`src/rtl/btpc_pkg.sv`:
```
// Shared types and constants for the beep tone peak counter.
// No dependencies; imported by the top level and its checker.
package btpc_pkg;

  // Default build parameters
  localparam int FFT_LENGTH_DEFAULT  = 256;
  localparam int SAMPLE_RATE_DEFAULT = 33000;

  // Field widths
  localparam int SAMPLE_W   = 16;
  localparam int VOL_W      = 12;
  localparam int TONE_W     = 15;
  localparam int COUNT_W    = 8;
  localparam int PEAK_W     = 7;
  localparam int CFG_IDX_W  = 3;
  localparam int CFG_DATA_W = 15;
  localparam int POWER_W    = 32;

  localparam logic [COUNT_W-1:0] COUNT_MAX = '1;

  // Register reset values
  localparam logic [VOL_W-1:0]   MIN_VOLUME_RST = VOL_W'(270);
  localparam logic [VOL_W-1:0]   MAX_VOLUME_RST = VOL_W'(1000);
  localparam logic [TONE_W-1:0]  TONE_A_RST     = TONE_W'(10570);
  localparam logic [TONE_W-1:0]  TONE_B_RST     = TONE_W'(8378);
  localparam logic [TONE_W-1:0]  TONE_C_RST     = TONE_W'(15339);
  localparam logic [TONE_W-1:0]  TONE_D_RST     = TONE_W'(10441);
  localparam logic [COUNT_W-1:0] GOAL_COUNT_RST = '0;

  // Configuration register map
  typedef enum logic [CFG_IDX_W-1:0] {
    CFG_MIN_VOLUME = 3'd0,
    CFG_MAX_VOLUME = 3'd1,
    CFG_TONE_A     = 3'd2,
    CFG_TONE_B     = 3'd3,
    CFG_TONE_C     = 3'd4,
    CFG_TONE_D     = 3'd5,
    CFG_GOAL_COUNT = 3'd6
  } cfg_reg_t;

endpackage

```
`src/rtl/beep_tone_peak_counter.sv`:
```
// Beep tone peak counter: spectrum peak search, tone match and beep counting.
// Depends on btpc_pkg.
//
// Takes one word per cycle when the output is not stalled and returns one result
// word per input word. The word is captured by the input register, then the
// power register, then the result register, which drives the ports. Throughput
// is one word per clock while out_ready drains results; the only feedback path is the running
// peak compare and the count update in the result stage. Bins are power
// searched over the first FFT_LENGTH/2 positions of each window; a word with
// last_bin set closes the window, maps the peak bin to hertz and checks it
// against the four tone registers and the volume band. A word with func set
// ends an oscillator cycle: it reports too_far (count below goal) and clears
// the count. FFT_LENGTH must be a power of two. Configuration writes are
// taken any cycle (cfg_ready is tied high) but are only meant while idle.
module beep_tone_peak_counter
  import btpc_pkg::*;
#(
  parameter int FFT_LENGTH     = FFT_LENGTH_DEFAULT,
  parameter int SAMPLE_RATE_HZ = SAMPLE_RATE_DEFAULT
) (
  input  logic                         clk,
  input  logic                         rst,
  // configuration write channel
  input  logic                         cfg_valid,
  output logic                         cfg_ready,
  input  logic [CFG_IDX_W-1:0]         cfg_index,
  input  logic [CFG_DATA_W-1:0]        cfg_data,
  // input words
  input  logic                         in_valid,
  output logic                         in_ready,
  input  logic                         func,
  input  logic signed [SAMPLE_W-1:0]   bin_real,
  input  logic signed [SAMPLE_W-1:0]   bin_imag,
  input  logic                         last_bin,
  input  logic [VOL_W-1:0]             window_volume,
  // result words
  output logic                         out_valid,
  input  logic                         out_ready,
  output logic                         tone_heard,
  output logic                         beep_counted,
  output logic [COUNT_W-1:0]           beep_total,
  output logic [PEAK_W-1:0]            peak_index,
  output logic                         too_far,
  output logic                         cycle_done
);

  localparam int HALF     = FFT_LENGTH / 2;
  localparam int IDX_W    = $clog2(HALF);
  localparam int POS_W    = IDX_W + 1;
  localparam int LOG2_FFT = $clog2(FFT_LENGTH);
  // bin * rate numerator, tracked by accumulation instead of a multiplier
  localparam int NUM_W    = $clog2(HALF * SAMPLE_RATE_HZ);
  localparam int FREQ_W   = NUM_W - LOG2_FFT;
  localparam int CMP_W    = (FREQ_W > TONE_W) ? FREQ_W : TONE_W;

  localparam logic [POS_W-1:0] POS_HALF  = POS_W'(HALF);
  localparam logic [NUM_W-1:0] RATE_STEP = NUM_W'(SAMPLE_RATE_HZ);

  // ---------------- configuration registers ----------------
  logic [VOL_W-1:0]   min_volume, max_volume;
  logic [TONE_W-1:0]  tone_a, tone_b, tone_c, tone_d;
  logic [COUNT_W-1:0] goal_count;

  assign cfg_ready = 1'b1;

  always_ff @(posedge clk) begin
    if (rst) begin
      min_volume <= MIN_VOLUME_RST;
      max_volume <= MAX_VOLUME_RST;
      tone_a     <= TONE_A_RST;
      tone_b     <= TONE_B_RST;
      tone_c     <= TONE_C_RST;
      tone_d     <= TONE_D_RST;
      goal_count <= GOAL_COUNT_RST;
    end else if (cfg_valid) begin
      case (cfg_reg_t'(cfg_index))
        CFG_MIN_VOLUME: min_volume <= cfg_data[VOL_W-1:0];
        CFG_MAX_VOLUME: max_volume <= cfg_data[VOL_W-1:0];
        CFG_TONE_A:     tone_a     <= cfg_data[TONE_W-1:0];
        CFG_TONE_B:     tone_b     <= cfg_data[TONE_W-1:0];
        CFG_TONE_C:     tone_c     <= cfg_data[TONE_W-1:0];
        CFG_TONE_D:     tone_d     <= cfg_data[TONE_W-1:0];
        CFG_GOAL_COUNT: goal_count <= cfg_data[COUNT_W-1:0];
        default: ;  // unmapped index, write dropped
      endcase
    end
  end

  // ---------------- pipeline handshake ----------------
  // Each stage loads when empty or when its successor loads, so bubbles
  // collapse and input is still taken while a result waits, until the stages fill.
  logic s1_valid, s2_valid;
  logic out_load, s2_ready, s1_ready, fire;

  assign out_load = !out_valid || out_ready;
  assign s2_ready = !s2_valid || out_load;
  assign s1_ready = !s1_valid || s2_ready;
  assign in_ready = s1_ready;
  assign fire     = s2_valid && out_load;

  always_ff @(posedge clk) begin
    if (rst) begin
      s1_valid  <= 1'b0;
      s2_valid  <= 1'b0;
      out_valid <= 1'b0;
    end else begin
      if (s1_ready) s1_valid <= in_valid;
      if (s2_ready) s2_valid <= s1_valid;
      if (out_load) out_valid <= s2_valid;
    end
  end

  // ---------------- stage 1: input register ----------------
  logic                       s1_func, s1_last;
  logic signed [SAMPLE_W-1:0] s1_real, s1_imag;
  logic [VOL_W-1:0]           s1_volume;

  always_ff @(posedge clk) begin
    if (in_valid && s1_ready) begin
      s1_func   <= func;
      s1_real   <= bin_real;
      s1_imag   <= bin_imag;
      s1_last   <= last_bin;
      s1_volume <= window_volume;
    end
  end

  // ---------------- stage 2: bin power ----------------
  // |x| fits 16 bits unsigned (32768 included); sum of squares fits 32 bits
  logic [SAMPLE_W-1:0] mag_re, mag_im;
  logic [POWER_W-1:0]  power;

  assign mag_re = s1_real[SAMPLE_W-1] ? SAMPLE_W'(-s1_real) : SAMPLE_W'(s1_real);
  assign mag_im = s1_imag[SAMPLE_W-1] ? SAMPLE_W'(-s1_imag) : SAMPLE_W'(s1_imag);
  assign power  = POWER_W'(mag_re * mag_re) + POWER_W'(mag_im * mag_im);

  logic               s2_func, s2_last;
  logic [POWER_W-1:0] s2_power;
  logic [VOL_W-1:0]   s2_volume;

  always_ff @(posedge clk) begin
    if (s1_valid && s2_ready) begin
      s2_func   <= s1_func;
      s2_last   <= s1_last;
      s2_power  <= power;
      s2_volume <= s1_volume;
    end
  end

  // ---------------- stage 3: peak tracking, tone match, count ----------------
  logic [POS_W-1:0]   bin_position, bin_position_next;
  logic [NUM_W-1:0]   bin_numer, bin_numer_next;     // bin_position * rate
  logic [POWER_W-1:0] best_power, best_power_next;
  logic [IDX_W-1:0]   best_index, best_index_next;
  logic [NUM_W-1:0]   best_numer, best_numer_next;   // best_index * rate
  logic               heard_before, heard_before_next;
  logic               heard_two_before, heard_two_before_next;
  logic [COUNT_W-1:0] beep_count, beep_count_next;
  logic               far_mode, far_mode_next;

  logic               in_window, take, hit, count_new;
  logic [IDX_W-1:0]   idx_upd;
  logic [NUM_W-1:0]   numer_upd;
  logic [FREQ_W-1:0]  freq;
  logic [CMP_W-1:0]   freq_cmp;
  logic               vol_ok, tone_match;

  assign in_window = bin_position < POS_HALF;
  // first bin of a window always seeds the search; ties keep the earlier bin
  assign take      = in_window && (bin_position == '0 || s2_power > best_power);
  assign idx_upd   = take ? bin_position[IDX_W-1:0] : best_index;
  assign numer_upd = take ? bin_numer : best_numer;

  // hertz = bin * rate / FFT_LENGTH, rounded down
  assign freq       = numer_upd[NUM_W-1:LOG2_FFT];
  assign freq_cmp   = CMP_W'(freq);
  assign tone_match = freq_cmp == CMP_W'(tone_a) || freq_cmp == CMP_W'(tone_b) ||
                      freq_cmp == CMP_W'(tone_c) || freq_cmp == CMP_W'(tone_d);
  assign vol_ok     = s2_volume > min_volume && s2_volume < max_volume;
  assign hit        = vol_ok && tone_match;
  // count only a tone after two silent windows
  assign count_new  = hit && !heard_before && !heard_two_before;

  always_comb begin
    bin_position_next     = bin_position;
    bin_numer_next        = bin_numer;
    best_power_next       = best_power;
    best_index_next       = best_index;
    best_numer_next       = best_numer;
    heard_before_next     = heard_before;
    heard_two_before_next = heard_two_before;
    beep_count_next       = beep_count;
    far_mode_next         = far_mode;
    if (fire) begin
      if (s2_func) begin
        // cycle end: judge and clear; a window in progress is left alone
        far_mode_next   = beep_count < goal_count;
        beep_count_next = '0;
      end else begin
        if (in_window) begin
          if (take) best_power_next = s2_power;
          best_index_next   = idx_upd;
          best_numer_next   = numer_upd;
          bin_position_next = bin_position + POS_W'(1);
          bin_numer_next    = bin_numer + RATE_STEP;
        end
        if (s2_last) begin
          if (count_new && beep_count != COUNT_MAX) beep_count_next = beep_count + COUNT_W'(1);
          heard_two_before_next = heard_before;
          heard_before_next     = hit;
          bin_position_next     = '0;
          bin_numer_next        = '0;
        end
      end
    end
  end

  always_ff @(posedge clk) begin
    if (rst) begin
      bin_position     <= '0;
      bin_numer        <= '0;
      best_power       <= '0;
      best_index       <= '0;
      best_numer       <= '0;
      heard_before     <= 1'b0;
      heard_two_before <= 1'b0;
      beep_count       <= '0;
      far_mode         <= 1'b0;
    end else begin
      bin_position     <= bin_position_next;
      bin_numer        <= bin_numer_next;
      best_power       <= best_power_next;
      best_index       <= best_index_next;
      best_numer       <= best_numer_next;
      heard_before     <= heard_before_next;
      heard_two_before <= heard_two_before_next;
      beep_count       <= beep_count_next;
      far_mode         <= far_mode_next;
    end
  end

  // ---------------- result register ----------------
  always_ff @(posedge clk) begin
    if (fire) begin
      tone_heard   <= !s2_func && s2_last && hit;
      beep_counted <= !s2_func && s2_last && count_new;
      // cycle end reports the count before it is cleared
      beep_total   <= s2_func ? beep_count : beep_count_next;
      peak_index   <= PEAK_W'(best_index_next);
      too_far      <= far_mode_next;
      cycle_done   <= s2_func;
    end
  end

endmodule

```
`config.mk`:
```
export PLATFORM = sky130hd
export DESIGN_NAME = beep_tone_peak_counter
export DESIGN_NICKNAME = d
export VERILOG_FILES = /design/src/rtl/btpc_pkg.sv /design/src/rtl/beep_tone_peak_counter.sv
export SDC_FILE = /design/constraint.sdc
export NUM_CORES = 2
export LEC_CHECK = 0
export ABC_AREA = 1
export BUFFER_PORTS_ARGS = -buffer_cell sky130_fd_sc_hd__clkbuf_2
export CAP_MARGIN = 30
export CORE_ASPECT_RATIO = 0.5
export CORE_MARGIN = 4
export CORE_UTILIZATION = 40
export CTS_CLUSTER_DIAMETER = 120
export DETAILED_ROUTE_END_ITERATION = 8
export GPL_TIMING_DRIVEN = 0
export PLACE_DENSITY = 0.64
export SLEW_MARGIN = 20
export SYNTH_ARGS = -nofsm -noshare
export SYNTH_HDL_FRONTEND = slang
export SYNTH_SLANG_ARGS = --single-unit
```
`constraint.sdc`:
```
create_clock -name clk -period 11.35 [get_ports clk]
set_input_delay 3.405 -clock clk [delete_from_list [all_inputs] [get_ports clk]]
set_output_delay 3.405 -clock clk [all_outputs]
set_load 0.01 [all_outputs]
```
### After elaboration in Yosys (flattened, before gate mapping)

Cells that the tools add are included.

| word-level totals | value |
|---|---|
| register bits after elaboration | 310 |
| bits in latches | 0 |
| RAM bits | 0 |
| ROM bits | 0 |
| input bits | 69 |
| output and inout port bits | 22 |
| logic and storage cells | 117 |
| memories kept | 0 |

| cells by class | value |
|---|---|
| add/subtract/negate cells | 6 |
| multiply operators | 2 |
| div/mod/pow operators | 0 |
| magnitude comparators | 5 |
| equal/unequal tests | 11 |
| shift operators | 0 |
| muxes and demuxes | 18 |
| bitwise gates (word level) | 1 |
| reduce and logical (&&, ||, !) cells | 39 |

Operators with widths:

| operator | number |
|---|---|
| $mux 23 | 3 |
| $mul 16x16->32 | 2 |
| $eq 15x15->1 | 4 |
| $mux 8 | 7 |
| $add 32x32->32 | 1 |
| $gt 32x32->1 | 1 |
| $mux 16 | 2 |
| $neg 16->16 | 2 |
| $mux 7 | 4 |
| $add 23x16->23 const B | 1 |
| $add 8x1->8 const B | 2 |
| $reduce_and 2->1 | 7 |
| $gt 12x12->1 | 1 |
| $logic_and 1x1->1 | 12 |
| $lt 12x12->1 | 1 |
| $eq 3x3->1 const B | 3 |
| $reduce_and 3->1 | 3 |
| $logic_not 8->1 | 1 |
| $lt 8x8->1 | 1 |
| $lt 8x8->1 const B | 1 |
| $ne 8x8->1 const B | 1 |
| $logic_or 1x1->1 | 7 |
| $eq 3x2->1 const B | 2 |
| $logic_not 1->1 | 6 |
| 6 further kinds | 7 |

### Logic depth before layout (Yosys ltp)

| depth | value |
|---|---|
| depth in word-level cells | 17 |
| depth in mapped cells | 44 |
| mapped depth without buffers | 43 |

### Worst setup path after synthesis

No wires, ideal clock.

| timing path | value |
|---|---|
| kind | reg2reg |
| from | register s1_real[0] |
| to | register s2_power[28] (data pin) |
| library setup time | 269 ps |
| arrival time | 8150 ps |
| required time | 11081 ps |
| setup slack | 2932 ps |
| cell stages (with the launch flop) | 38 |
| path buffers | 1 |
| clock period less this slack | 8418 ps |
| path through | edfxtp_1 -> inv_1 -> clkbuf_1 -> ha_1 -> inv_1 -> nor3_1 -> nor2_1 -> xor2_1 -> clkinv_1 -> nor2_1 -> inv_1 -> fa_1 -> fa_1 -> inv_1 -> fa_1 -> inv_1 -> fa_1 -> inv_1 -> [2 not listed] -> fa_1 -> fa_1 -> ha_1 -> nand2_1 -> inv_1 -> nand2_1 -> nand2_1 -> nand2_1 -> nand2_1 -> nand2_1 -> nand2_1 -> nand2_1 -> nand2_1 -> inv_1 -> o21ai_0 -> a21oi_1 -> o31ai_1 -> xor2_1 |

| between the ends | value |
|---|---|
| cells in the longest elaborated chain, start to end | 4 |

Ends and longest elaborated chain:

| what | line | source |
|---|---|---|
| start: declaration | beep_tone_peak_counter.sv:115 | `logic signed [SAMPLE_W-1:0] s1_real, s1_imag;` |
| start signal: assignment | beep_tone_peak_counter.sv:121 | `s1_real <= bin_real;` |
| $neg 16->16 | beep_tone_peak_counter.sv:133 | `assign mag_re = s1_real[SAMPLE_W-1] ? SAMPLE_W'(-s1_real) : SAMPLE_W'(s1_real);` |
| $mux 16 * | beep_tone_peak_counter.sv:133 |  |
| $mul 16x16->32 * | beep_tone_peak_counter.sv:135 | `assign power = POWER_W'(mag_re * mag_re) + POWER_W'(mag_im * mag_im);` |
| $add 32x32->32 * | beep_tone_peak_counter.sv:135 |  |
| via power[28] | beep_tone_peak_counter.sv:131 | `logic [POWER_W-1:0] power;` |
| end signal: assignment | beep_tone_peak_counter.sv:145 | `s2_power <= power;` |
| end: declaration | beep_tone_peak_counter.sv:138 | `logic [POWER_W-1:0] s2_power;` |

The timed path passes the listed nets; every way through them passes the cells marked *.
A chain may end at the register's enable or synchronous reset.

### Final worst setup path

| timing path | value |
|---|---|
| from | register s1_imag[0] |
| to | register s2_power[28] (data pin) |

| between the ends | value |
|---|---|
| cells in the longest elaborated chain, start to end | 4 |

Ends and longest elaborated chain:

| what | line | source |
|---|---|---|
| start: declaration | beep_tone_peak_counter.sv:115 |  |
| start signal: assignment | beep_tone_peak_counter.sv:122 | `s1_imag <= bin_imag;` |
| $neg 16->16 | beep_tone_peak_counter.sv:134 | `assign mag_im = s1_imag[SAMPLE_W-1] ? SAMPLE_W'(-s1_imag) : SAMPLE_W'(s1_imag);` |
| $mux 16 * | beep_tone_peak_counter.sv:134 |  |
| $mul 16x16->32 * | beep_tone_peak_counter.sv:135 |  |
| $add 32x32->32 * | beep_tone_peak_counter.sv:135 |  |
| via power[28] | beep_tone_peak_counter.sv:131 |  |

Marks and branches as above.

==> out/results.ini <==
[setup_path]
start_kind = flip-flop
slowest_stage = clkbuf_1
critical_path_arrival_ns = 10.59
cp.required_ns = 11.69
max_stage_delay_ns = 0.58
end_kind = flip-flop
crit_fanout = 11
cp_common_cell = nand2_1
critPathKind = reg2reg

[synth]
syn-cell-area_sq_mm = 0.02835
synth_top_family_by_area = adder cells
ys_seq_area_share_pct = 25.04
synthAdderAreaFrac_pct = 38.23
ys_types = 49
avgSynthCellArea_sq_um = 8.533
synth.area.mux_share_pct = 0
synth-main-ff-cell = dfxtp_1
synth_xor_area_share_pct = 1.638
synthArstFlopShare_pct = 0
yosysWarnings = 0
ys_ff_latch = 299
syn_inst = 3322
synth_edf_count = 111
synth-simple-area-share_pct = 14.78
synth_compound_area_share_pct = 8.214

[detailed_routing]
routed_wl_microns = 71770
dr.pass1.iters = 6
wl_per_cell_microns = 16.17
drc = 0
vias = 21690
ant_nets = 0
vias_per_cell = 4.885
initialDrtViolationCount = 1433

[sta]
fin_crit_sh_pct = 90.35
slew_headroom_pct = 41.44
report.final.slew_viol_count = 0
fin_crit_ns = 10.25
setup_violations = 0
rsz0062_at_grt = false
fin_skew_ns = 0.01161
setup-tns-final_ns = 0
hold_viol_final = 0
fmax_mhz = 97.52
worst_slew_pin_slew_ns = 0.8785

[placed_design]
dp_hpwl_microns = 59200
numPortBuffers = 88
finalWeightedCongestion = 0.9342

[global_route]
gr-total-overflow = 0
grt_pass1_vias = 22490
antenna_found_initial = 1
grt_use_total_pct = 19.46
grt_start_max_net_pins = 38
grt_pass1_wl_microns = 117200

[floorplanning]
die_y_microns = 196.2
dieArea_sq_mm = 0.07545
start_util_pct = 40.73
die_w_microns = 384.5
fp-row-count = 68
coreArea_sq_mm = 0.06960
ios = 91

[clock_network]
cts_setup_buffers = 0
cts.hold.buffers_added = 0
cts_made_buffers = 31
clock-sinks = 299
h-tree-depth = 1
clk_pin_slew_worst_paths_ns = 0.06
cts_tree = yes
root_buffer = clkbuf_16
clock_latency_ns = 0.60
clockBufferDepth = 3
ctsResizeCount = 0

[cells_and_area]
mostFrequentLayoutCells = inv_1, nand2_1, fa_1
antenna_cells = 0
drive_above_1_share_pct = 5.579
fillCellCount = 6845
final_common_cell = inv_1
layout-area-overhead-vs-synth_pct = 10.13
num-nets-final = 4174

[flow_run]
maxCapViolCount = 0

[status]
status = completed

[hold_path]
min_path_type = reg2reg

==> final cells by class <==
class,instances,area [sq um],share of cell area [%]
multi-input cells,2140,17910,57.38
repair buffers,92,500.5,1.603
clock buffers,38,843.3,2.701
inverters,835,3134,10.04
flip-flops and latches,299,7097,22.73
plain buffers,71,287.8,0.9218
well taps,945,1182,3.787
clock inverters,20,260.3,0.8336
==> final timing paths <==
path,from,end,slack [ns],cells after the start
max,s1_imag[0]$_DFFE_PP_,s2_power[28]$_DFFE_PP_,1.10,43
min,s1_volume[5]$_DFFE_PP_,s2_volume[5]$_DFFE_PP_,0.42,0
max reg2reg,s1_imag[0]$_DFFE_PP_,s2_power[28]$_DFFE_PP_,1.10,43
min reg2reg,s1_volume[5]$_DFFE_PP_,s2_volume[5]$_DFFE_PP_,0.42,0
==> per-layer routing <==
metal | vias up | wire, microns | track usage (%)
li1 | 10490 | - | -
met1 | 10540 | 32090 | 25.86
met2 | 535 | 33520 | 32.93
met3 | 126 | 4179 | 3.046
met4 | 0 | 1989 | 5.778
met5 | - | 0 | 0
==> sequential cells by signal, summed over array words and instances, names as in the netlist, 7 cells and up <==
signal        count
tone_d           15
beep_count        8
bin_numer        20
bin_position      8
tone_c           15
best_index        7
best_power       32
s1_volume        12
min_volume       12
max_volume       12
goal_count        8
s2_volume        12
peak_index        7
beep_total        8
s1_real          16
tone_b           15
best_numer       15
s2_power         32
tone_a           15
s1_imag          16
==> stage by stage <==
step           utilization, %  hold slack, ns  std cells  cell area [sq um]  setup WS (ns)
2_1_floorplan               -          0.4003       3345              28430          2.932
3_3_place_gp            43.19          0.4042       4378              30060          1.153
3_5_place_dp            43.26          0.4045       4381              30110          1.099
4_1_cts                 44.85          0.4205       4439              31210          1.063
5_1_grt                 44.86          0.4379       4440              31220         0.3403
6_report                44.86          0.4182       4440              31220          1.096
==> kinds of logic after synthesis <==
logic type	after synthesis
xor+xnor	53
compound gates	433
flops	299
buf+inv	906
simple gates	993
fa+ha+maj	636
other cells	2
==> critical path, delay by kind of cell (launching register included) <==
family                   cells  cell delay [ns]
AO/OA/AOI/OAI                3             0.70
XOR/XNOR                     1             0.09
adder cells (fa/ha/maj)     10             4.63
buffers and inverters       12             2.08
flip-flops                   1             0.51
AND/OR/NAND/NOR             17             1.96
==> Yosys cell counts, types with 2 or more instances <==
cell type	number	area, sq um
inv_1	815	3059
nand2_1	489	1836
fa_1	384	7687
nor2_1	276	1036
ha_1	251	3141
a21oi_1	194	970.9
dfxtp_1	188	3764
o21ai_0	165	825.8
nand3_1	127	635.6
edfxtp_1	111	3333
clkbuf_1	61	229.0
xor2_1	35	306.5
o211ai_1	33	247.7
nor3_1	29	145.1
nand3b_1	18	135.1
xnor2_1	18	157.7
nand4_1	14	87.58
clkinv_1	12	45.04
o21ai_1	12	60.06
nand3_2	9	90.09
inv_2	8	30.03
nand2_2	8	50.05
or2_2	8	50.05
nor4_1	7	43.79
o21bai_1	7	52.55
buf_1	4	15.01
o21a_1	4	30.03
a31o_2	3	26.28
buf_4	3	22.52
nand2_4	3	33.78
o31ai_1	3	22.52
a211oi_1	2	15.01
a21o_1	2	15.01
buf_2	2	10.01
conb_1	2	7.510
o22ai_1	2	12.51
Power is left out: the tool's default activity adds up to more than one toggle a clock period on the data nets, which glitch-free logic cannot reach.
